`src/sv/dlee_pkg.sv`:
```
`default_nettype none
// ---------------------------------------------------------------------------
// dlee_pkg : shared types and constants of the dual LED effect engine
// Request codes, LED status structures and the fixed-point effect constants.
// ---------------------------------------------------------------------------
package dlee_pkg;

    // request actions
    localparam logic [1:0] ACT_TICK   = 2'd0;
    localparam logic [1:0] ACT_COLOUR = 2'd1;
    localparam logic [1:0] ACT_MODE   = 2'd2;

    // LED selection
    localparam logic [1:0] SEL_BOTTOM = 2'd0;
    localparam logic [1:0] SEL_TOP    = 2'd1;
    localparam logic [1:0] SEL_BOTH   = 2'd2;

    // effect modes
    localparam logic [1:0] MODE_STATIC = 2'd0;
    localparam logic [1:0] MODE_CYCLE  = 2'd1;
    localparam logic [1:0] MODE_BREATH = 2'd2;

    // configuration register indexes
    localparam logic CFG_BREATH_PERIOD = 1'b0;
    localparam logic CFG_CYCLE_PERIOD  = 1'b1;

    localparam logic [31:0] PERIOD_RESET = 32'd10000;

    // hue in tenths of a degree
    localparam int          HUE_W           = 12;
    localparam logic [11:0] HUE_STEP_TENTHS = 12'd3;
    localparam logic [11:0] HUE_WRAP_TENTHS = 12'd3610;
    localparam logic [11:0] SECTOR_TENTHS   = 12'd600;

    // brightness in hundredths
    localparam logic [6:0] LEVEL_FULL = 7'd100;
    localparam logic [7:0] CHAN_FULL  = 8'd255;

    typedef struct packed {
        logic [1:0] action;
        logic [1:0] target;
        logic [1:0] new_mode;
        logic [7:0] red;
        logic [7:0] green;
        logic [7:0] blue;
    } req_t;

    typedef struct packed {
        logic [7:0] red;
        logic [7:0] green;
        logic [7:0] blue;
    } rgb_t;

    typedef struct packed {
        rgb_t       colour;
        logic [6:0] level;
    } led_t;

    typedef struct packed {
        led_t top_led;
        led_t bottom_led;
    } status_t;

    typedef struct packed {
        logic       down;
        logic [6:0] level;
    } breath_t;

endpackage

`default_nettype wire

```
`src/sv/dlee_hue_colour.sv`:
```
`default_nettype none
// ---------------------------------------------------------------------------
// dlee_hue_colour : full-saturation hue to RGB conversion
// Picks the 60 degree sector by compares and scales the ramp to 0..255.
// ---------------------------------------------------------------------------
module dlee_hue_colour (
    input  wire logic [11:0]   hue,
    output dlee_pkg::rgb_t     colour
);

    logic [2:0]  sector;
    logic [11:0] base;
    logic [9:0]  ramp;
    logic [13:0] scaled;
    logic [10:0] eighths;
    logic [20:0] recip;
    logic [7:0]  x;

    // sector index, hues at or past the sixth boundary get a seventh index, 6
    always_comb begin
        if (hue < 12'd600) begin
            sector = 3'd0;
        end else if (hue < 12'd1200) begin
            sector = 3'd1;
        end else if (hue < 12'd1800) begin
            sector = 3'd2;
        end else if (hue < 12'd2400) begin
            sector = 3'd3;
        end else if (hue < 12'd3000) begin
            sector = 3'd4;
        end else if (hue < 12'd3600) begin
            sector = 3'd5;
        end else begin
            sector = 3'd6;
        end
    end

    // ramp distance within the sector, mirrored in odd sectors
    always_comb begin
        case (sector)
            3'd0:    base = 12'd0;
            3'd1:    base = 12'd600;
            3'd2:    base = 12'd1200;
            3'd3:    base = 12'd1800;
            3'd4:    base = 12'd2400;
            3'd5:    base = 12'd3000;
            default: base = 12'd3600;
        endcase
        if (sector[0]) begin
            ramp = 10'(base + dlee_pkg::SECTOR_TENTHS - hue);
        end else begin
            ramp = 10'(hue - base);
        end
    end

    // x = (ramp*255 + 300) / 600 = ((17*ramp + 20) / 8) / 5, last step by reciprocal
    always_comb begin
        scaled  = 14'({4'd0, ramp} * 14'd17) + 14'd20;
        eighths = scaled[13:3];
        recip   = 21'({10'd0, eighths} * 21'd1639);
        x       = recip[20:13];
    end

    // channel placement per sector
    always_comb begin
        case (sector)
            3'd0:    colour = '{red: dlee_pkg::CHAN_FULL, green: x, blue: 8'd0};
            3'd1:    colour = '{red: x, green: dlee_pkg::CHAN_FULL, blue: 8'd0};
            3'd2:    colour = '{red: 8'd0, green: dlee_pkg::CHAN_FULL, blue: x};
            3'd3:    colour = '{red: 8'd0, green: x, blue: dlee_pkg::CHAN_FULL};
            3'd4:    colour = '{red: x, green: 8'd0, blue: dlee_pkg::CHAN_FULL};
            default: colour = '{red: dlee_pkg::CHAN_FULL, green: 8'd0, blue: x};
        endcase
    end

endmodule

`default_nettype wire

```
`src/sv/dlee_effect_state.sv`:
```
`default_nettype none
// ---------------------------------------------------------------------------
// dlee_effect_state : LED state, interval timers and effect update
// Applies one request per cycle, while fire is high, to the LED state and gives the new status.
// ---------------------------------------------------------------------------
module dlee_effect_state (
    input  wire logic             aclk,
    input  wire logic             aresetn,
    input  wire logic             fire,
    input  wire dlee_pkg::req_t   req,
    input  wire logic [31:0]      breath_period,
    input  wire logic [31:0]      cycle_period,
    output dlee_pkg::status_t     status_next
);

    dlee_pkg::rgb_t top_col_reg, top_col_next;
    dlee_pkg::rgb_t bottom_col_reg, bottom_col_next;
    logic [6:0]     top_bright_reg, top_bright_next;
    logic [6:0]     bottom_bright_reg, bottom_bright_next;
    logic [1:0]     top_mode_reg, top_mode_next;
    logic [1:0]     bottom_mode_reg, bottom_mode_next;
    logic           breath_down_reg, breath_down_next;
    logic [11:0]    hue_reg, hue_next;
    logic [31:0]    breath_elapsed_reg, breath_elapsed_next;
    logic [31:0]    cycle_elapsed_reg, cycle_elapsed_next;

    logic [31:0]       breath_inc, cycle_inc;
    logic [11:0]       hue_sum, hue_step;
    dlee_pkg::rgb_t    hue_rgb;
    logic [6:0]        breath_src;
    dlee_pkg::breath_t breath_res;
    logic              breath_on, cycle_on;

    // one breath step; level stays within 1..99 once running
    function automatic dlee_pkg::breath_t breath_advance(input logic [6:0] b, input logic down);
        dlee_pkg::breath_t r;
        if (!down) begin
            if (b >= 7'd99) begin
                r.down  = 1'b1;
                r.level = b - 7'd1;
            end else begin
                r.down  = 1'b0;
                r.level = b + 7'd1;
            end
        end else begin
            if (b <= 7'd1) begin
                r.down  = 1'b0;
                r.level = b + 7'd1;
            end else begin
                r.down  = 1'b1;
                r.level = b - 7'd1;
            end
        end
        return r;
    endfunction

    // next hue, wrapped
    always_comb begin
        hue_sum = hue_reg + dlee_pkg::HUE_STEP_TENTHS;
        if (hue_sum >= dlee_pkg::HUE_WRAP_TENTHS) begin
            hue_step = hue_sum - dlee_pkg::HUE_WRAP_TENTHS;
        end else begin
            hue_step = hue_sum;
        end
    end

    dlee_hue_colour u_hue_colour (
        .hue    (hue_step),
        .colour (hue_rgb)
    );

    // breath source: top brightness unless only the bottom LED breathes
    always_comb begin
        breath_src = (top_mode_reg == dlee_pkg::MODE_BREATH) ? top_bright_reg
                                                             : bottom_bright_reg;
        breath_res = breath_advance(breath_src, breath_down_reg);
        breath_on  = (top_mode_reg == dlee_pkg::MODE_BREATH) ||
                     (bottom_mode_reg == dlee_pkg::MODE_BREATH);
        cycle_on   = (top_mode_reg == dlee_pkg::MODE_CYCLE) ||
                     (bottom_mode_reg == dlee_pkg::MODE_CYCLE);
        breath_inc = breath_elapsed_reg + 32'd1;
        cycle_inc  = cycle_elapsed_reg + 32'd1;
    end

    // request decode and effect update
    always_comb begin
        top_col_next        = top_col_reg;
        bottom_col_next     = bottom_col_reg;
        top_bright_next     = top_bright_reg;
        bottom_bright_next  = bottom_bright_reg;
        top_mode_next       = top_mode_reg;
        bottom_mode_next    = bottom_mode_reg;
        breath_down_next    = breath_down_reg;
        hue_next            = hue_reg;
        breath_elapsed_next = breath_elapsed_reg;
        cycle_elapsed_next  = cycle_elapsed_reg;
        if (fire) begin
            case (req.action)
                dlee_pkg::ACT_TICK: begin
                    breath_elapsed_next = breath_inc;
                    cycle_elapsed_next  = cycle_inc;
                    if (top_mode_reg == dlee_pkg::MODE_STATIC) begin
                        top_bright_next = dlee_pkg::LEVEL_FULL;
                    end
                    if (bottom_mode_reg == dlee_pkg::MODE_STATIC) begin
                        bottom_bright_next = dlee_pkg::LEVEL_FULL;
                    end
                    if (cycle_on && (cycle_inc >= cycle_period)) begin
                        hue_next           = hue_step;
                        cycle_elapsed_next = '0;
                        if (top_mode_reg == dlee_pkg::MODE_CYCLE) begin
                            top_col_next = hue_rgb;
                        end
                        if (bottom_mode_reg == dlee_pkg::MODE_CYCLE) begin
                            bottom_col_next = hue_rgb;
                        end
                    end
                    if (breath_on && (breath_inc >= breath_period)) begin
                        breath_down_next    = breath_res.down;
                        breath_elapsed_next = '0;
                        if (top_mode_reg == dlee_pkg::MODE_BREATH) begin
                            top_bright_next = breath_res.level;
                        end
                        if (bottom_mode_reg == dlee_pkg::MODE_BREATH) begin
                            bottom_bright_next = breath_res.level;
                        end
                    end
                end
                dlee_pkg::ACT_COLOUR: begin
                    if (req.target != dlee_pkg::SEL_BOTTOM) begin
                        top_col_next = '{red: req.red, green: req.green, blue: req.blue};
                    end
                    if (req.target != dlee_pkg::SEL_TOP) begin
                        bottom_col_next = '{red: req.red, green: req.green, blue: req.blue};
                    end
                end
                dlee_pkg::ACT_MODE: begin
                    if (req.target != dlee_pkg::SEL_BOTTOM) begin
                        top_mode_next = req.new_mode;
                    end
                    if (req.target != dlee_pkg::SEL_TOP) begin
                        bottom_mode_next = req.new_mode;
                    end
                end
                default: begin
                end
            endcase
        end
    end

    assign status_next.top_led.colour    = top_col_next;
    assign status_next.top_led.level     = top_bright_next;
    assign status_next.bottom_led.colour = bottom_col_next;
    assign status_next.bottom_led.level  = bottom_bright_next;

    // state registers
    always_ff @(posedge aclk) begin
        if (!aresetn) begin
            top_col_reg        <= '0;
            bottom_col_reg     <= '0;
            top_bright_reg     <= dlee_pkg::LEVEL_FULL;
            bottom_bright_reg  <= dlee_pkg::LEVEL_FULL;
            top_mode_reg       <= dlee_pkg::MODE_STATIC;
            bottom_mode_reg    <= dlee_pkg::MODE_STATIC;
            breath_down_reg    <= 1'b0;
            hue_reg            <= '0;
            breath_elapsed_reg <= '0;
            cycle_elapsed_reg  <= '0;
        end else begin
            top_col_reg        <= top_col_next;
            bottom_col_reg     <= bottom_col_next;
            top_bright_reg     <= top_bright_next;
            bottom_bright_reg  <= bottom_bright_next;
            top_mode_reg       <= top_mode_next;
            bottom_mode_reg    <= bottom_mode_next;
            breath_down_reg    <= breath_down_next;
            hue_reg            <= hue_next;
            breath_elapsed_reg <= breath_elapsed_next;
            cycle_elapsed_reg  <= cycle_elapsed_next;
        end
    end

    // hue never reaches the wrap point
    a_hue_range: assert property (@(posedge aclk) disable iff (!aresetn)
        hue_reg < dlee_pkg::HUE_WRAP_TENTHS)
        else $error("hue out of range");

    // brightness stays within full scale
    a_bright_range: assert property (@(posedge aclk) disable iff (!aresetn)
        (top_bright_reg <= dlee_pkg::LEVEL_FULL) && (bottom_bright_reg <= dlee_pkg::LEVEL_FULL))
        else $error("brightness out of range");

    // state only moves on an accepted request
    a_idle_hold: assert property (@(posedge aclk) disable iff (!aresetn)
        !fire |=> $stable(hue_reg) && $stable(breath_elapsed_reg) && $stable(top_mode_reg))
        else $error("state changed without a request");

endmodule

`default_nettype wire

```
`src/sv/dual_led_effect_engine_core.sv`:
```
`default_nettype none
// ---------------------------------------------------------------------------
// dual_led_effect_engine_core : top and bottom RGB LED effect engine
// Static, hue cycle and breath effects under two shared interval timers.
// ---------------------------------------------------------------------------
//  channel   direction  handshake            payload
//  s_        in         s_valid / s_ready    action, target, new_mode, rgb
//  m_        out        m_valid / m_ready    top and bottom rgb and level
//  cfg_      in         cfg_we               cfg_index, cfg_wdata
//
//  one request per cycle sustained while the output is not stalled; a result is
//  valid once its request has passed the input register and then the result register
//  the state update and hue conversion sit in the single stage between them
//  reset clears both registers and loads the LED state; no clearing pass
//  a stalled result holds the update stage, and the input register still
//  takes one more request while the result waits
// ---------------------------------------------------------------------------
module dual_led_effect_engine_core (
    input  wire logic        aclk,
    input  wire logic        aresetn,
    input  wire logic        s_valid,
    output logic             s_ready,
    input  wire logic [1:0]  s_action,
    input  wire logic [1:0]  s_target,
    input  wire logic [1:0]  s_new_mode,
    input  wire logic [7:0]  s_red_in,
    input  wire logic [7:0]  s_green_in,
    input  wire logic [7:0]  s_blue_in,
    output logic             m_valid,
    input  wire logic        m_ready,
    output logic [7:0]       m_top_red,
    output logic [7:0]       m_top_green,
    output logic [7:0]       m_top_blue,
    output logic [6:0]       m_top_level,
    output logic [7:0]       m_bottom_red,
    output logic [7:0]       m_bottom_green,
    output logic [7:0]       m_bottom_blue,
    output logic [6:0]       m_bottom_level,
    input  wire logic        cfg_we,
    input  wire logic        cfg_index,
    input  wire logic [31:0] cfg_wdata
);

    logic               in_valid_reg;
    dlee_pkg::req_t     req_reg;
    logic               out_valid_reg;
    dlee_pkg::status_t  status_reg;
    dlee_pkg::status_t  status_next;
    logic [31:0]        breath_period_reg;
    logic [31:0]        cycle_period_reg;
    logic               advance;

    // update stage moves when the result slot is free or being emptied
    assign advance = in_valid_reg && (!out_valid_reg || m_ready);
    assign s_ready = !in_valid_reg || advance;

    // configuration registers
    always_ff @(posedge aclk) begin
        if (!aresetn) begin
            breath_period_reg <= dlee_pkg::PERIOD_RESET;
            cycle_period_reg  <= dlee_pkg::PERIOD_RESET;
        end else if (cfg_we) begin
            case (cfg_index)
                dlee_pkg::CFG_BREATH_PERIOD: breath_period_reg <= cfg_wdata;
                dlee_pkg::CFG_CYCLE_PERIOD:  cycle_period_reg  <= cfg_wdata;
                default: begin
                end
            endcase
        end
    end

    // input register
    always_ff @(posedge aclk) begin
        if (!aresetn) begin
            in_valid_reg <= 1'b0;
        end else if (s_ready) begin
            in_valid_reg <= s_valid;
        end
    end

    always_ff @(posedge aclk) begin
        if (s_valid && s_ready) begin
            req_reg <= '{action: s_action, target: s_target, new_mode: s_new_mode,
                         red: s_red_in, green: s_green_in, blue: s_blue_in};
        end
    end

    dlee_effect_state u_state (
        .aclk          (aclk),
        .aresetn       (aresetn),
        .fire          (advance),
        .req           (req_reg),
        .breath_period (breath_period_reg),
        .cycle_period  (cycle_period_reg),
        .status_next   (status_next)
    );

    // result register
    always_ff @(posedge aclk) begin
        if (!aresetn) begin
            out_valid_reg <= 1'b0;
        end else if (advance) begin
            out_valid_reg <= 1'b1;
        end else if (m_ready) begin
            out_valid_reg <= 1'b0;
        end
    end

    always_ff @(posedge aclk) begin
        if (advance) begin
            status_reg <= status_next;
        end
    end

    assign m_valid        = out_valid_reg;
    assign m_top_red      = status_reg.top_led.colour.red;
    assign m_top_green    = status_reg.top_led.colour.green;
    assign m_top_blue     = status_reg.top_led.colour.blue;
    assign m_top_level    = status_reg.top_led.level;
    assign m_bottom_red   = status_reg.bottom_led.colour.red;
    assign m_bottom_green = status_reg.bottom_led.colour.green;
    assign m_bottom_blue  = status_reg.bottom_led.colour.blue;
    assign m_bottom_level = status_reg.bottom_led.level;

    // an update always leaves a result behind
    a_update_result: assert property (@(posedge aclk) disable iff (!aresetn)
        advance |=> out_valid_reg)
        else $error("update without result");

    // input is refused only when both stages are full and the output stalls
    a_ready_cause: assert property (@(posedge aclk) disable iff (!aresetn)
        !s_ready |-> (in_valid_reg && out_valid_reg && !m_ready))
        else $error("input refused without a stall");

    // an accepted request lands in the input register
    a_accept_held: assert property (@(posedge aclk) disable iff (!aresetn)
        (s_valid && s_ready) |=> in_valid_reg)
        else $error("accepted request lost");

endmodule

`default_nettype wire
```
`config.mk`:
```
export PLATFORM = sky130hd
export DESIGN_NAME = dual_led_effect_engine_core
export DESIGN_NICKNAME = d
export VERILOG_FILES = /design/src/sv/dlee_pkg.sv /design/src/sv/dlee_hue_colour.sv /design/src/sv/dlee_effect_state.sv /design/src/sv/dual_led_effect_engine_core.sv
export SDC_FILE = /design/constraint.sdc
export NUM_CORES = 1
export LEC_CHECK = 0
export ABC_CLOCK_PERIOD_IN_PS = 16200
export BUFFER_PORTS_ARGS = -buffer_cell sky130_fd_sc_hd__buf_2
export CAP_MARGIN = 10
export CORE_MARGIN = 4
export CORE_UTILIZATION = 50
export CTS_CLUSTER_DIAMETER = 150
export DETAILED_ROUTE_END_ITERATION = 8
export PLACE_DENSITY = 0.7
export SLEW_MARGIN = 15
export SYNTH_ARGS = -nofsm -noshare
export SYNTH_HDL_FRONTEND = slang
export SYNTH_SLANG_ARGS = --single-unit
export TNS_END_PERCENT = 100
```
`constraint.sdc`:
```
create_clock -name aclk -period 16.2 [get_ports aclk]
set_input_delay 0.81 -clock aclk [delete_from_list [all_inputs] [get_ports aclk]]
set_output_delay 0.81 -clock aclk [all_outputs]
set_load 0.005 [all_outputs]
```
# Word level (Yosys, flattened, before mapping)
# Index checks and enable logic that the tools add are counted.
dict set report word_totals {
  in_bits 68
  out_inout_bits 64
  reg_bits 301
}
dict set report op_classes {
  addsub 10
  reduce_logical 23
  magnitude_cmp 11
  multipliers 2
  n_mux 38
  bitwise 1
  eq_ne 12
}
# cell count
set ops {}
lappend ops {{$mux W24} 8}
lappend ops {{$pmux W24 S5} 1}
lappend ops {{$pmux W24 S2} 2}
lappend ops {{$mux W7} 11}
lappend ops {{$add A32 B1 Y32 const B} 2}
lappend ops {{$ge A32 B32 Y1} 2}
lappend ops {{$mux W32} 2}
lappend ops {{$pmux W10 S6} 1}
lappend ops {{$lt A12 B12 Y1 const B} 3}
lappend ops {{$lt A12 B11 Y1 const B} 2}
lappend ops {{$mux W8} 3}
lappend ops {{$mul A11 B11 Y21 const B} 1}
lappend ops {{$sub A10 B10 Y10} 2}
lappend ops {{$add A14 B5 Y14 const B} 1}
lappend ops {{$mul A10 B5 Y14 const B} 1}
lappend ops {{$add A12 B2 Y12 const B} 1}
lappend ops {{$ge A12 B12 Y1 const B} 1}
lappend ops {{$lt A12 B10 Y1 const B} 1}
lappend ops {{$mux W12} 1}
lappend ops {{$mux W3} 4}
lappend ops {{$reduce_and A3 Y1} 4}
lappend ops {{$sub A12 B12 Y12 const B} 1}
lappend ops {{$add A10 B10 Y10 const B} 1}
lappend ops {{$mux W10} 1}
lappend ops {{20 further kinds} 40}

# Longest topological paths before layout
# Gate-level depths: netlist (run 1).
dict set report logic_depth {
  ltp_word 23
  ltp_mapped 59
}

# Cells and area by module
# A second synthesis (run 1) with hierarchy kept.
dict set report hier_totals {
  cells_unflattened 2352
  area_unflattened_um2 20631.0
}
# mod n_inst area_each_um2 cells_each
set modules_own_cells {}
lappend modules_own_cells {dlee_effect_state 1 11541.1 1533}
lappend modules_own_cells {dual_led_effect_engine_core 1 5292.6 352}
lappend modules_own_cells {dlee_hue_colour 1 3797.4 467}

# Worst setup path after synthesis (run 1)
# Ideal clock, no wire load.
dict set report synth_timing {
  path_kind {register -> register}
  start {reg u_state.hue_reg[0]}
  end {reg status_reg, in the netlist m_bottom_green[7] (data pin)}
  period_less_slack_ns 12.116
  path_slack_ns 4.084
  t_required_ns 15.936
  t_arrival_ns 11.852
  stages_incl_launch_ff 53
  setup_time_ns 0.264
  path_cell_list {dfxtp_1 buf_6 inv_1 ha_1 buf_2 xor2_1 ha_1 a2111o_1 and2_1 o221a_2 o31a_1 o31a_1 a311oi_1 a31oi_1 nor2_2 inv_1 ha_1 inv_1 (+17 left out) inv_1 fa_1 inv_1 fa_1 inv_1 fa_1 inv_1 ha_1 and4_1 a2111oi_0 a211oi_1 o21a_1 o41ai_1 o21bai_1 a21oi_1 xnor2_1 a311oi_1 a221o_1}
}
# item line_no
set synth_lines {}
lappend synth_lines {{start: declaration} dlee_effect_state.sv:23} ;# logic [11:0] hue_reg, hue_next;
lappend synth_lines {{start signal: assignment} dlee_effect_state.sv:177} ;# hue_reg <= hue_next;
lappend synth_lines {{end signal: assignment} dual_led_effect_engine_core.sv:111} ;# status_reg <= status_next;
lappend synth_lines {{end: declaration} dual_led_effect_engine_core.sv:47} ;# dlee_pkg::status_t status_reg;

==> impl_metrics.prom, run 1 <==
# TYPE chip_impl_metric gauge
chip_impl_metric{name="finalCriticalPeriod",unit="ps"} 13880
chip_impl_metric{name="totalNegativeSetupSlack",unit="ps"} 0
chip_impl_info{name="most_used_flip_flop_cell_after_synthesis",value="sky130_fd_sc_hd__dfxtp_1"} 1
chip_impl_metric{name="finalSetupViolations",unit=""} 0
chip_impl_metric{name="port-buffer-count",unit=""} 131
chip_impl_metric{name="synth.area.mux_share",unit=""} 0.0242
chip_impl_metric{name="yosys_register_bits",unit=""} 301
chip_impl_metric{name="ctsHoldBuffers",unit=""} 0
chip_impl_metric{name="synth_seq_area_share",unit=""} 0.352
chip_impl_metric{name="clk_pin_slew_worst_paths",unit="ps"} 60
chip_impl_metric{name="slew_headroom",unit=""} 0.212
chip_impl_metric{name="mappedNetlistNets",unit=""} 2517
chip_impl_metric{name="place_area",unit="um2"} 20800
chip_impl_info{name="grt_setup_unrepaired",value="false"} 1
chip_impl_metric{name="viasPerCell",unit=""} 5.91
chip_impl_metric{name="grt_overflow",unit=""} 0
chip_impl_metric{name="fin_nets",unit=""} 2597
chip_impl_metric{name="achievable-frequency",unit="MHz"} 72.1
chip_impl_metric{name="syn_area_per_cell",unit="um2"} 8.81
chip_impl_metric{name="worst-slew-pin-transition",unit="ps"} 1180
chip_impl_metric{name="grtUsageTotal",unit=""} 0.251
chip_impl_metric{name="max_slew_violation_count",unit=""} 0
chip_impl_info{name="synth_top_family_by_area",value="compound AO/OA/AOI/OAI gates"} 1
chip_impl_metric{name="cellLeakagePower",unit="nW"} 9.30
chip_impl_metric{name="post_synth_num_cell_types",unit=""} 93
chip_impl_metric{name="drt-pass1-iter-count",unit=""} 6
chip_impl_metric{name="synth_enable_flop_cells",unit=""} 92
chip_impl_metric{name="adder_cell_area_share_of_the_yosys_netlist",unit=""} 0.146
chip_impl_metric{name="final_design_area_no_fill",unit="um2"} 22000
chip_impl_metric{name="synth_compound_gate_area_share",unit=""} 0.197
chip_impl_metric{name="die_height",unit="um"} 207
chip_impl_info{name="cts_tree",value="done"} 1
chip_impl_metric{name="post_route_cells_drive_above_1_share",unit=""} 0.107
chip_impl_metric{name="maximum_vdd_ir_drop",unit="uV"} 64.7
chip_impl_metric{name="cts_inserted_buffers",unit=""} 36
chip_impl_metric{name="area.sequential",unit="um2"} 6950
chip_impl_metric{name="die_w",unit="um"} 207
chip_impl_metric{name="power.density_cell_area",unit="nW/um2"} 80.0
chip_impl_metric{name="slowest_delay",unit="ps"} 690
chip_impl_info{name="crit_top_cell",value="sky130_fd_sc_hd__ha_1"} 1
chip_impl_metric{name="io-pin-count",unit=""} 132
chip_impl_metric{name="grt_max_degree",unit=""} 95
chip_impl_info{name="crit_path_end_kind",value="register"} 1
chip_impl_info{name="cts-root-buf",value="sky130_fd_sc_hd__clkbuf_16"} 1
chip_impl_metric{name="yosys.area_share.simple",unit=""} 0.166
chip_impl_metric{name="final_antenna_net_count",unit=""} 0
chip_impl_metric{name="cts_max_level",unit=""} 2
chip_impl_metric{name="post-cts-setup-buffers",unit=""} 0
chip_impl_metric{name="xor_xnor_portion_of_the_synthesized_cell_area",unit=""} 0.0556
chip_impl_metric{name="fillCellCount",unit=""} 3511
chip_impl_metric{name="wire_per_inst",unit="um"} 19.2
chip_impl_metric{name="cap_viol_max_count",unit=""} 0
chip_impl_info{name="hold_class",value="in2reg"} 1
chip_impl_metric{name="route.vias.total",unit=""} 16900
chip_impl_metric{name="syn_inst",unit=""} 2240
chip_impl_metric{name="detail_route.iter0.violations",unit=""} 1572
chip_impl_info{name="run_status",value="completed"} 1
chip_impl_metric{name="ctsLongestPathBuffers",unit=""} 3
chip_impl_metric{name="clock_insertion_delay_worst_skew",unit="ps"} 550
chip_impl_metric{name="wire_length_of_the_first_global_routing_pass",unit="um"} 86600
chip_impl_metric{name="worst-endpoint-arrival",unit="ps"} 14150
chip_impl_metric{name="routability_cong",unit=""} 0.945
chip_impl_metric{name="core-area",unit="um2"} 38800
chip_impl_info{name="crit_slowest_cell",value="sky130_fd_sc_hd__a311oi_1"} 1
chip_impl_metric{name="yosys_warnings",unit=""} 0
chip_impl_metric{name="asyncSetResetFlopFracSynth",unit=""} 0
chip_impl_metric{name="synth_area",unit="um2"} 19700
chip_impl_metric{name="via_count_of_the_first_global_routing_pass",unit=""} 16300
chip_impl_metric{name="multiInputGateArea",unit="um2"} 11600
chip_impl_metric{name="worstPathRequired",unit="ps"} 16470
chip_impl_metric{name="critical_path.max_fanout",unit=""} 15
chip_impl_metric{name="initial_utilization",unit=""} 0.508
chip_impl_metric{name="cts.sinks",unit=""} 301
chip_impl_metric{name="wirelength",unit="um"} 54900
chip_impl_metric{name="final_hold_viol_count",unit=""} 0
chip_impl_metric{name="p_r_area_growth_vs_syn",unit="%"} 11.4
chip_impl_metric{name="number_of_antenna_violations_at_the_first_check_in_global_routing",unit=""} 2
chip_impl_metric{name="dieArea",unit="um2"} 42700
chip_impl_info{name="timing_worst_setup_path_type",value="reg2reg"} 1
chip_impl_info{name="setup.worst_path.start_class",value="register"} 1
chip_impl_metric{name="detailed_place_hpwl",unit="um"} 40300
chip_impl_metric{name="placementRows",unit=""} 72
chip_impl_metric{name="post_cts.resized_instances",unit=""} 0
chip_impl_metric{name="route.detailed.drc",unit=""} 0
chip_impl_metric{name="clock-skew-final",unit="ps"} 15.9
chip_impl_metric{name="min_period_over_period",unit=""} 0.857
chip_impl_metric{name="n_diodes",unit=""} 0
-- area by class of cell --
type,count,area share
multi-input combinational,1634,0.529
clock buffer,48,0.0462
sequential,301,0.316
timing repair buffer,148,0.0356
inverter,199,0.0342
clock inverter,16,0.00899
tap,518,0.0295
-- critical path, delay by kind of cell (launching register included) --
| kind | cells | cell delay (ps) |
|---|---|---|
| compound gates | 21 | 5780 |
| fa+ha+maj | 12 | 4380 |
| flops | 1 | 580 |
| simple gates | 7 | 1360 |
| xor+xnor | 4 | 1030 |
| buf+inv | 7 | 470 |
-- power breakdown --
group / switching, W / total, W / internal [W]
clock: 0.000333 / 0.000838 / 0.000505
combinational: 0.0000713 / 0.000107 / 0.0000354
sequential: 0.0000130 / 0.000813 / 0.000800
-- final timing paths --
| kind | start | end | slack, ps | cells after the start |
|---|---|---|---|---|
| hold / removal | s_green_in[1] | req_reg[9]$_DFFE_PP_ | 440 | 1 |
| hold reg to reg | breath_period_reg[24]$_SDFFE_PN0P_ | breath_period_reg[24]$_SDFFE_PN0P_ | 450 | 2 |
| setup reg to reg | u_state.hue_reg[0]$_SDFFE_PN0P_ | m_bottom_blue[7]$_DFFE_PP_ | 2320 | 51 |
| setup / recovery | u_state.hue_reg[0]$_SDFFE_PN0P_ | m_bottom_blue[7]$_DFFE_PP_ | 2320 | 51 |
-- cells in the mapped netlist, types with 6 or more instances --
cell type / number / share of area
sky130_fd_sc_hd__nand3b_1: 15 / 0.0057
sky130_fd_sc_hd__inv_1: 196 / 0.037
sky130_fd_sc_hd__edfxtp_1: 92 / 0.14
sky130_fd_sc_hd__a221o_1: 12 / 0.0061
sky130_fd_sc_hd__nor3_1: 18 / 0.0046
sky130_fd_sc_hd__nand2_1: 267 / 0.051
sky130_fd_sc_hd__and3_1: 25 / 0.0079
sky130_fd_sc_hd__o211ai_1: 17 / 0.0065
sky130_fd_sc_hd__o21ai_0: 57 / 0.014
sky130_fd_sc_hd__xor2_1: 56 / 0.025
sky130_fd_sc_hd__clkbuf_1: 87 / 0.017
sky130_fd_sc_hd__o221ai_1: 6 / 0.0027
sky130_fd_sc_hd__or3_1: 18 / 0.0057
sky130_fd_sc_hd__nor2b_1: 11 / 0.0035
sky130_fd_sc_hd__dfxtp_1: 209 / 0.21
sky130_fd_sc_hd__a31oi_1: 19 / 0.0060
sky130_fd_sc_hd__xnor2_1: 66 / 0.029
sky130_fd_sc_hd__o22ai_1: 30 / 0.0095
sky130_fd_sc_hd__nand3_1: 69 / 0.018
sky130_fd_sc_hd__and4_1: 7 / 0.0031
sky130_fd_sc_hd__nand4_1: 17 / 0.0054
sky130_fd_sc_hd__fa_1: 34 / 0.035
sky130_fd_sc_hd__a221oi_1: 10 / 0.0044
sky130_fd_sc_hd__buf_2: 7 / 0.0018
sky130_fd_sc_hd__mux2i_1: 42 / 0.021
sky130_fd_sc_hd__a22o_1: 26 / 0.012
sky130_fd_sc_hd__o31ai_1: 7 / 0.0027
sky130_fd_sc_hd__nand2b_1: 24 / 0.0076
sky130_fd_sc_hd__a21oi_1: 201 / 0.051
sky130_fd_sc_hd__and2_1: 57 / 0.018
sky130_fd_sc_hd__a311oi_1: 12 / 0.0053
sky130_fd_sc_hd__o21a_1: 20 / 0.0076
sky130_fd_sc_hd__a21o_1: 45 / 0.017
sky130_fd_sc_hd__a22oi_1: 26 / 0.0099
sky130_fd_sc_hd__o21bai_1: 8 / 0.0030
sky130_fd_sc_hd__or2_2: 10 / 0.0032
sky130_fd_sc_hd__nor2_1: 109 / 0.021
sky130_fd_sc_hd__ha_1: 175 / 0.11
sky130_fd_sc_hd__buf_1: 11 / 0.0021
sky130_fd_sc_hd__a211oi_1: 29 / 0.011
-- kinds of logic after synthesis --
kind of cell | Yosys count
simple gates | 674
xor+xnor | 123
fa+ha+maj | 209
mux | 47
compound gates | 581
flops | 301
buf+inv | 305
-- through the flow --
step	hold slack (ps)	std cells	power (W)	worst slack [ps]	utilization
after floorplan	432	2240	0.000887	4080	-
after global placement	438	2800	0.000930	2710	0.535
after detailed placement	448	2800	0.000933	2420	0.535
after CTS	414	2864	0.00177	2380	0.566
after global routing	424	2864	0.00181	1360	0.566
final	440	2864	0.00176	2320	0.566
-- cells in the final DEF, fill, tap and decap left out, drive strengths merged, types with 25 or more instances in the layout --
master / Yosys / layout
dfxtp: 209 / 209
a22oi: 26 / 26
nand2: 267 / 267
nor2: 110 / 110
xor2: 56 / 56
clkbuf: 87 / 48
nand3: 69 / 69
a21o: 45 / 45
mux2i: 42 / 42
o22ai: 30 / 30
inv: 198 / 200
xnor2: 67 / 67
fa: 34 / 34
a211oi: 31 / 31
a21oi: 202 / 202
o21ai: 61 / 61
and2: 58 / 58
edfxtp: 92 / 92
a22o: 26 / 26
ha: 175 / 175
and3: 25 / 25
buf: 19 / 148
-- layer usage --
| metal | share of wire | global-route usage | vias to the layer above |
|---|---|---|---|
| met5 | 0.0018 | 0.0173 | - |
| met1 | 0.45 | 0.357 | 8056 |
| li1 | - | - | 8094 |
| met4 | 0.025 | 0.0758 | 2 |
| met2 | 0.45 | 0.397 | 665 |
| met3 | 0.079 | 0.0347 | 100 |
Note: power is estimated with default switching activity, not from simulation.
==> run 2, diff against run 1 <==
Settings changed: SYNTH_HIERARCHICAL from default to 1.
==> impl_metrics.prom, run 2 <==
# TYPE chip_impl_metric gauge
chip_impl_info{name="run_status",value="completed"} 1
chip_impl_metric{name="slowest_delay",unit="ps"} 690
chip_impl_metric{name="cts_max_level",unit=""} 2
chip_impl_metric{name="syn_inst",unit=""} 2352
chip_impl_metric{name="place_area",unit="um2"} 21600
chip_impl_metric{name="synthDominantCellAreaShare",unit=""} 0.203
chip_impl_info{name="hold_class",value="in2reg"} 1
chip_impl_info{name="synthMostInstantiatedCell",value="sky130_fd_sc_hd__nand2_1"} 1
chip_impl_metric{name="switching_share",unit=""} 0.241
chip_impl_metric{name="dieArea",unit="um2"} 44600
chip_impl_metric{name="wirelength",unit="um"} 57200
chip_impl_metric{name="clockPowerShare",unit=""} 0.456
chip_impl_info{name="synth_top_family_by_area",value="compound AO/OA/AOI/OAI gates"} 1
chip_impl_info{name="post_synth_most_frequent_cells",value="sky130_fd_sc_hd__nand2_1, sky130_fd_sc_hd__inv_1, sky130_fd_sc_hd__dfxtp_1"} 1
chip_impl_metric{name="yosys.area_share.simple",unit=""} 0.161
chip_impl_metric{name="cts_inserted_buffers",unit=""} 35
chip_impl_metric{name="cellLeakagePower",unit="nW"} 9.49
chip_impl_info{name="final_cell_mix",value="sky130_fd_sc_hd__nand2_1, sky130_fd_sc_hd__inv_1, sky130_fd_sc_hd__dfxtp_1, sky130_fd_sc_hd__ha_1, sky130_fd_sc_hd__o21ai_0"} 1
chip_impl_metric{name="fin_nets",unit=""} 2702
chip_impl_metric{name="switching_power_of_the_nets",unit="W"} 0.000410
chip_impl_metric{name="core-area",unit="um2"} 40800
chip_impl_metric{name="synth_compound_gate_area_share",unit=""} 0.210
chip_impl_metric{name="slew_headroom",unit=""} 0.184
chip_impl_metric{name="min_period_over_period",unit=""} 0.853
chip_impl_metric{name="final_hold_viol_count",unit=""} 0
chip_impl_metric{name="synth_enable_flop_cells",unit=""} 92
chip_impl_metric{name="yosys_warnings",unit=""} 6
chip_impl_metric{name="viasPerCell",unit=""} 5.95
chip_impl_metric{name="drt-pass1-iter-count",unit=""} 6
chip_impl_metric{name="maximum_vdd_ir_drop",unit="uV"} 86.4
chip_impl_metric{name="synth.area.mux_share",unit=""} 0.0392
chip_impl_metric{name="critical_path.max_fanout",unit=""} 16
chip_impl_info{name="grt_setup_unrepaired",value="false"} 1
chip_impl_metric{name="internal_power",unit="W"} 0.00129
chip_impl_metric{name="via_count_of_the_first_global_routing_pass",unit=""} 17200
chip_impl_metric{name="clock-skew-final",unit="ps"} 16.2
chip_impl_metric{name="report.power.total",unit="W"} 0.00170
chip_impl_metric{name="adder_cell_area_share_of_the_yosys_netlist",unit=""} 0.141
chip_impl_metric{name="ctsHoldBuffers",unit=""} 0
chip_impl_metric{name="yosys_register_bits",unit=""} 301
chip_impl_metric{name="route.vias.total",unit=""} 17700
chip_impl_metric{name="clk_pin_slew_worst_paths",unit="ps"} 60
chip_impl_metric{name="finalCriticalPeriod",unit="ps"} 13810
chip_impl_metric{name="n_diodes",unit=""} 0
chip_impl_metric{name="wire_length_of_the_first_global_routing_pass",unit="um"} 90400
chip_impl_info{name="synthTopCellsByArea",value="sky130_fd_sc_hd__dfxtp_1, sky130_fd_sc_hd__edfxtp_1, sky130_fd_sc_hd__ha_1"} 1
chip_impl_metric{name="synth_area",unit="um2"} 20600
chip_impl_metric{name="post-route-util",unit=""} 0.557
chip_impl_metric{name="xor_xnor_portion_of_the_synthesized_cell_area",unit=""} 0.0463
chip_impl_info{name="crit_path_end_kind",value="register"} 1
chip_impl_metric{name="post_synth_num_cell_types",unit=""} 94
chip_impl_metric{name="worst-endpoint-arrival",unit="ps"} 14080
chip_impl_metric{name="grtUsageTotal",unit=""} 0.249
chip_impl_metric{name="placementRows",unit=""} 74
chip_impl_metric{name="achievable-frequency",unit="MHz"} 72.4
chip_impl_metric{name="io-pin-count",unit=""} 132
chip_impl_metric{name="detail_route.iter0.violations",unit=""} 1388
chip_impl_metric{name="number_of_antenna_violations_at_the_first_check_in_global_routing",unit=""} 1
chip_impl_metric{name="port-buffer-count",unit=""} 131
chip_impl_metric{name="power.density_cell_area",unit="nW/um2"} 74.7
chip_impl_info{name="cts_tree",value="done"} 1
chip_impl_info{name="mostFrequentLayoutCell",value="sky130_fd_sc_hd__nand2_1"} 1
chip_impl_metric{name="die_w",unit="um"} 211
chip_impl_info{name="critical_path.top_delay_family",value="compound AO/OA/AOI/OAI gates"} 1
chip_impl_metric{name="grt_max_degree",unit=""} 70
chip_impl_metric{name="p_r_area_growth_vs_syn",unit="%"} 10.3
chip_impl_metric{name="wire_per_inst",unit="um"} 19.2
chip_impl_metric{name="initial_utilization",unit=""} 0.505
chip_impl_metric{name="asyncSetResetFlopFracSynth",unit=""} 0
chip_impl_metric{name="final_antenna_net_count",unit=""} 0
chip_impl_metric{name="routability_cong",unit=""} 0.898
chip_impl_metric{name="mappedNetlistNets",unit=""} 2631
chip_impl_info{name="cts-root-buf",value="sky130_fd_sc_hd__clkbuf_16"} 1
chip_impl_metric{name="clock_insertion_delay_worst_skew",unit="ps"} 550
chip_impl_info{name="most_used_flip_flop_cell_after_synthesis",value="sky130_fd_sc_hd__dfxtp_1"} 1
chip_impl_metric{name="synth_seq_area_share",unit=""} 0.337
chip_impl_metric{name="max_slew_violation_count",unit=""} 0
chip_impl_metric{name="finalSetupViolations",unit=""} 0
chip_impl_info{name="crit_slowest_cell",value="sky130_fd_sc_hd__nor2b_1"} 1
chip_impl_metric{name="combPwrFrac",unit=""} 0.067
chip_impl_metric{name="die_height",unit="um"} 211
chip_impl_metric{name="route.detailed.drc",unit=""} 0
chip_impl_metric{name="cts.sinks",unit=""} 301
chip_impl_info{name="timing_worst_setup_path_type",value="reg2reg"} 1
chip_impl_metric{name="totalNegativeSetupSlack",unit="ps"} 0
chip_impl_info{name="crit_top_cell",value="sky130_fd_sc_hd__ha_1"} 1
chip_impl_metric{name="seqPwrFrac",unit=""} 0.477
chip_impl_metric{name="ctsLongestPathBuffers",unit=""} 3
chip_impl_metric{name="post_cts.resized_instances",unit=""} 0
chip_impl_metric{name="cap_viol_max_count",unit=""} 0
chip_impl_metric{name="detailed_place_hpwl",unit="um"} 41300
chip_impl_metric{name="syn_area_per_cell",unit="um2"} 8.77
chip_impl_metric{name="post-cts-setup-buffers",unit=""} 0
chip_impl_metric{name="post_route_cells_drive_above_1_share",unit=""} 0.111
chip_impl_metric{name="grt_overflow",unit=""} 0
chip_impl_metric{name="worstPathRequired",unit="ps"} 16470
chip_impl_metric{name="worst-slew-pin-transition",unit="ps"} 1220
chip_impl_metric{name="cp.buffers_inverters",unit=""} 8
chip_impl_info{name="setup.worst_path.start_class",value="register"} 1
chip_impl_metric{name="final_design_area_no_fill",unit="um2"} 22800
chip_impl_info{name="synthDominantAreaCellType",value="sky130_fd_sc_hd__dfxtp_1"} 1
[run 2: changes by cell type after synthesis, moves of 31 or more]
| cell | before | now |
|---|---|---|
| sky130_fd_sc_hd__o21ai_0 | 57 | 174 |
| sky130_fd_sc_hd__a21oi_1 | 201 | 142 |
| sky130_fd_sc_hd__and2_1 | 57 | 16 |
| sky130_fd_sc_hd__a22oi_1 | 26 | 64 |
| sky130_fd_sc_hd__mux2i_1 | 42 | 76 |
| sky130_fd_sc_hd__a21boi_0 | 5 | 36 |
[run 2: logic make-up (layout without fill, tap and decap cells)]
| logic type | after synthesis | after routing |
|---|---|---|
| adder cells (fa/ha/maj) | 211 | 211 |
| buffers and inverters | 341 | 438 |
| AND/OR/NAND/NOR | 657 | 657 |
| XOR/XNOR | 109 | 109 |
| multiplexers | 79 | 79 |
| flip-flops | 301 | 301 |
| AO/OA/AOI/OAI | 654 | 654 |
[run 2: through the flow]
stage          hold slack [ps]  cells  setup WS (ps)
5_1_grt                    417   2981           1130
4_1_cts                    415   2981           2420
3_5_place_dp               452   2918           2450
2_1_floorplan              432   2352           3720
3_3_place_gp               441   2918           2890
6_report                   437   2981           2390
[run 2: metal layers]
metal | GRT usage | share of wire | vias to the layer above
met2 | 0.422 | 0.48 | 540
met5 | 0 | 0 | -
met4 | 0.0843 | 0.034 | 0
met1 | 0.324 | 0.43 | 8548
li1 | - | - | 8521
met3 | 0.0389 | 0.055 | 115
[run 2: power groups by stage]
stage          clock network, W  logic (W)  registers (W)
3_5_place_dp                  0   0.000113       0.000826
3_3_place_gp                  0   0.000110       0.000826
4_1_cts                0.000793   0.000114       0.000810
2_1_floorplan                 0  0.0000733       0.000821
5_1_grt                0.000823   0.000125       0.000811
6_report               0.000775   0.000114       0.000810
[run 2: worst reg2reg max path: cells and delay by family, from the launching register on]
family                   cells  cell delay [ps]
XOR/XNOR                     3              620
AND/OR/NAND/NOR             11             3120
flip-flops                   1              450
adder cells (fa/ha/maj)     12             4210
AO/OA/AOI/OAI               22             4410
buffers and inverters        8              720
[run 2: final timing paths]
path / from / to / slack [ps] / depth (start not counted)
max reg2reg: u_state/hue_reg[0]$_SDFFE_PN0P_ / m_bottom_green[7]$_DFFE_PP_ / 2390 / 56
min: s_green_in[4] / req_reg[12]$_DFFE_PP_ / 440 / 1
max: u_state/hue_reg[0]$_SDFFE_PN0P_ / m_bottom_green[7]$_DFFE_PP_ / 2390 / 56
min reg2reg: u_state/breath_elapsed_reg[24]$_SDFFE_PN0P_ / u_state/breath_elapsed_reg[24]$_SDFFE_PN0P_ / 460 / 2
[run 2: area by class of cell]
cell class / count / area, um2
fill: 3643 / 18100
clock buffer: 50 / 1010
clock inverter: 13 / 113
multi-input combinational: 1710 / 12400
timing repair buffer: 151 / 808
sequential: 301 / 6950
inverter: 224 / 843
tap: 532 / 666
==> run 3, diff against run 2 <==
Settings changed: ABC_AREA from default to 1.
==> impl_metrics.prom, run 3 <==
# TYPE chip_impl_metric gauge
chip_impl_metric{name="totalNegativeSetupSlack",unit="ps"} 0
chip_impl_metric{name="critical_path.max_fanout",unit=""} 10
chip_impl_metric{name="final_antenna_net_count",unit=""} 0
chip_impl_metric{name="yosys_register_bits",unit=""} 301
chip_impl_metric{name="worst-endpoint-arrival",unit="ps"} 12430
chip_impl_metric{name="route.detailed.drc",unit=""} 0
chip_impl_info{name="reg2reg_to",value="m_top_blue[6]$_DFFE_PP_"} 1
chip_impl_metric{name="detailed_place_hpwl",unit="um"} 40700
chip_impl_metric{name="post_route_cells_drive_above_1_share",unit=""} 0.0930
chip_impl_metric{name="detail_route.iter0.violations",unit=""} 1558
chip_impl_info{name="ff_to_ff_start",value="u_state/hue_reg[0]$_SDFFE_PN0P_"} 1
chip_impl_metric{name="synth_seq_area_share",unit=""} 0.328
chip_impl_metric{name="p_r_area_growth_vs_syn",unit="%"} 10.3
chip_impl_metric{name="min_period_over_period",unit=""} 0.749
chip_impl_metric{name="multiInputGateArea",unit="um2"} 11900
chip_impl_metric{name="worstRegToRegCells",unit=""} 65
chip_impl_metric{name="grt_overflow",unit=""} 0
chip_impl_metric{name="initial_utilization",unit=""} 0.506
chip_impl_metric{name="cap_viol_max_count",unit=""} 0
chip_impl_metric{name="clock_insertion_delay_worst_skew",unit="ps"} 550
chip_impl_info{name="synthDominantAreaCellType",value="sky130_fd_sc_hd__dfxtp_1"} 1
chip_impl_metric{name="synthDominantCellAreaShare",unit=""} 0.198
chip_impl_metric{name="placementRows",unit=""} 75
chip_impl_metric{name="cts_inserted_buffers",unit=""} 35
chip_impl_info{name="critical_path.top_delay_family",value="adder cells"} 1
chip_impl_info{name="min-delay-start",value="s_target[1]"} 1
chip_impl_metric{name="grtUsageTotal",unit=""} 0.240
chip_impl_info{name="setup.worst_path.start_class",value="register"} 1
chip_impl_metric{name="clk_pin_slew_worst_paths",unit="ps"} 60
chip_impl_metric{name="post_synth_num_cell_types",unit=""} 52
chip_impl_metric{name="post_cts.resized_instances",unit=""} 0
chip_impl_metric{name="achievable-frequency",unit="MHz"} 82.4
chip_impl_metric{name="place_worst_setup_slack",unit="ps"} 4170
chip_impl_info{name="post_synth_most_frequent_cells",value="sky130_fd_sc_hd__nand2_1, sky130_fd_sc_hd__inv_1, sky130_fd_sc_hd__nor2_1"} 1
chip_impl_info{name="crit_slowest_cell",value="sky130_fd_sc_hd__fa_1"} 1
chip_impl_info{name="crit_path_end_kind",value="register"} 1
chip_impl_info{name="cts_tree",value="done"} 1
chip_impl_info{name="timing_worst_setup_path_type",value="reg2reg"} 1
chip_impl_metric{name="finalCriticalPeriod",unit="ps"} 12130
chip_impl_metric{name="final_critical_path_setup_slack",unit="ps"} 4070
chip_impl_metric{name="cp.buffers_inverters",unit=""} 13
chip_impl_info{name="mostFrequentLayoutCell",value="sky130_fd_sc_hd__nand2_1"} 1
chip_impl_metric{name="asyncSetResetFlopFracSynth",unit=""} 0
chip_impl_info{name="run_status",value="completed"} 1
chip_impl_metric{name="viasPerCell",unit=""} 5.32
chip_impl_metric{name="synth_area",unit="um2"} 21200
chip_impl_metric{name="post-cts-setup-buffers",unit=""} 0
chip_impl_metric{name="die_height",unit="um"} 214
chip_impl_metric{name="ctsHoldBuffers",unit=""} 0
chip_impl_metric{name="area.sequential",unit="um2"} 6950
chip_impl_metric{name="max_slew_violation_count",unit=""} 0
chip_impl_metric{name="worst-slew-pin-transition",unit="ps"} 984
chip_impl_info{name="top_layer_used",value="met4"} 1
chip_impl_metric{name="fin_nets",unit=""} 3341
chip_impl_metric{name="detailroute.wirelength.met2",unit="um"} 25600
chip_impl_metric{name="cellLeakagePower",unit="nW"} 11.9
chip_impl_info{name="synthMostInstantiatedCell",value="sky130_fd_sc_hd__nand2_1"} 1
chip_impl_info{name="crit_top_cell",value="sky130_fd_sc_hd__nand2_1"} 1
chip_impl_metric{name="maximum_vdd_ir_drop",unit="uV"} 52.4
chip_impl_metric{name="worstPathRequired",unit="ps"} 16500
chip_impl_metric{name="number_of_antenna_violations_at_the_first_check_in_global_routing",unit=""} 0
chip_impl_metric{name="clock-skew-final",unit="ps"} 19.6
chip_impl_metric{name="register_to_register_setup_slack",unit="ps"} 4070
chip_impl_info{name="grt_setup_unrepaired",value="false"} 1
chip_impl_metric{name="cts_max_level",unit=""} 2
chip_impl_metric{name="port-buffer-count",unit=""} 131
chip_impl_metric{name="routability_cong",unit=""} 0.906
chip_impl_metric{name="wirelength_met1",unit="um"} 25000
chip_impl_metric{name="dieArea",unit="um2"} 45700
chip_impl_metric{name="route.vias.total",unit=""} 19300
chip_impl_metric{name="drt-pass1-iter-count",unit=""} 5
chip_impl_metric{name="yosys_warnings",unit=""} 6
chip_impl_info{name="cts-root-buf",value="sky130_fd_sc_hd__clkbuf_16"} 1
chip_impl_info{name="final_cell_mix",value="sky130_fd_sc_hd__nand2_1, sky130_fd_sc_hd__inv_1, sky130_fd_sc_hd__nor2_1, sky130_fd_sc_hd__nand3_1, sky130_fd_sc_hd__dfxtp_1"} 1
chip_impl_metric{name="synth_enable_flop_cells",unit=""} 92
chip_impl_info{name="most_used_flip_flop_cell_after_synthesis",value="sky130_fd_sc_hd__dfxtp_1"} 1
chip_impl_metric{name="final_hold_viol_count",unit=""} 0
chip_impl_info{name="startpoint",value="u_state/hue_reg[0]$_SDFFE_PN0P_"} 1
chip_impl_metric{name="finalSetupViolations",unit=""} 0
chip_impl_metric{name="via_count_of_the_first_global_routing_pass",unit=""} 18600
chip_impl_metric{name="syn_inst",unit=""} 2982
chip_impl_metric{name="fillCellCount",unit=""} 3957
chip_impl_metric{name="wire_per_inst",unit="um"} 15.3
chip_impl_metric{name="grt_max_degree",unit=""} 86
chip_impl_info{name="synthTopCellsByArea",value="sky130_fd_sc_hd__dfxtp_1, sky130_fd_sc_hd__nand2_1, sky130_fd_sc_hd__edfxtp_1"} 1
chip_impl_metric{name="worstHoldPathCells",unit=""} 1
chip_impl_metric{name="slew_headroom",unit=""} 0.344
chip_impl_metric{name="core-area",unit="um2"} 41900
chip_impl_metric{name="cts.sinks",unit=""} 301
chip_impl_metric{name="ctsLongestPathBuffers",unit=""} 3
chip_impl_metric{name="io-pin-count",unit=""} 132
chip_impl_metric{name="placed_cells_incl_taps",unit=""} 3564
chip_impl_metric{name="wirelength",unit="um"} 55600
chip_impl_info{name="hold_class",value="in2reg"} 1
chip_impl_metric{name="power.density_cell_area",unit="nW/um2"} 76.8
chip_impl_metric{name="wire_length_of_the_first_global_routing_pass",unit="um"} 90600
chip_impl_metric{name="mappedNetlistNets",unit=""} 3261
chip_impl_info{name="timing.hold.worst_endpoint",value="req_reg[27]$_DFFE_PP_"} 1
chip_impl_metric{name="syn_area_per_cell",unit="um2"} 7.10
chip_impl_metric{name="met3_wl_post_dr",unit="um"} 3280
chip_impl_metric{name="die_w",unit="um"} 214
chip_impl_metric{name="n_diodes",unit=""} 0
chip_impl_metric{name="slowest_delay",unit="ps"} 530
chip_impl_metric{name="instances_no_fill",unit=""} 3625
## run 3: worst max-delay path by stage
stage                                       endpoint  cells after the start
after floorplan           m_bottom_blue[6]$_DFFE_PP_                     71
after global placement    m_bottom_blue[6]$_DFFE_PP_                     71
after detailed placement     m_top_blue[6]$_DFFE_PP_                     65
after CTS                    m_top_blue[6]$_DFFE_PP_                     65
after global routing         m_top_blue[6]$_DFFE_PP_                     69
final                        m_top_blue[6]$_DFFE_PP_                     65
## run 3: cell families after synthesis
kind of cell             after synthesis  share of synthesized area
adder cells (fa/ha/maj)              211                      0.138
AND/OR/NAND/NOR                     1400                      0.284
XOR/XNOR                              95                     0.0404
flip-flops                           301                      0.328
AO/OA/AOI/OAI                        369                     0.0971
buffers and inverters                606                      0.112
## run 3: power by group
part	switching (W)	internal, W	total, W
Clock	0.000325	0.000512	0.000836
Sequential	0.0000150	0.000805	0.000820
Combinational	0.0000940	0.0000435	0.000138
Total	0.000434	0.00136	0.00179
## run 3: worst register-to-register path, delay by kind of cell (launching register included)
kind,cells,cell delay [ps]
fa+ha+maj,12,4390
simple gates,27,3050
compound gates,11,2420
buf+inv,13,1090
xor+xnor,2,540
flops,1,390
## run 3: layout make-up
type	instances	share of cell area
Multi-Input combinational cell	2075	0.508
Timing Repair Buffer	145	0.0326
Clock buffer	49	0.0428
Sequential cell	301	0.297
Tap cell	539	0.0289
Clock inverter	12	0.00889
Inverter	504	0.0814
## run 3: metrics by stage
step / power (W) / utilization / hold slack [ps] / area [um2]
after floorplan: 0.000925 / - / 429 / 21200
after global placement: 0.000968 / 0.529 / 445 / 22100
after detailed placement: 0.000971 / 0.529 / 458 / 22100
after CTS: 0.00181 / 0.558 / 414 / 23400
after global routing: 0.00187 / 0.558 / 415 / 23400
final: 0.00179 / 0.558 / 442 / 23400
## run 3: layer usage
metal,up-vias,GRT usage
met5,-,0
met2,557,0.401
met3,102,0.0395
met1,8961,0.319
li1,9674,-
met4,0,0.0810
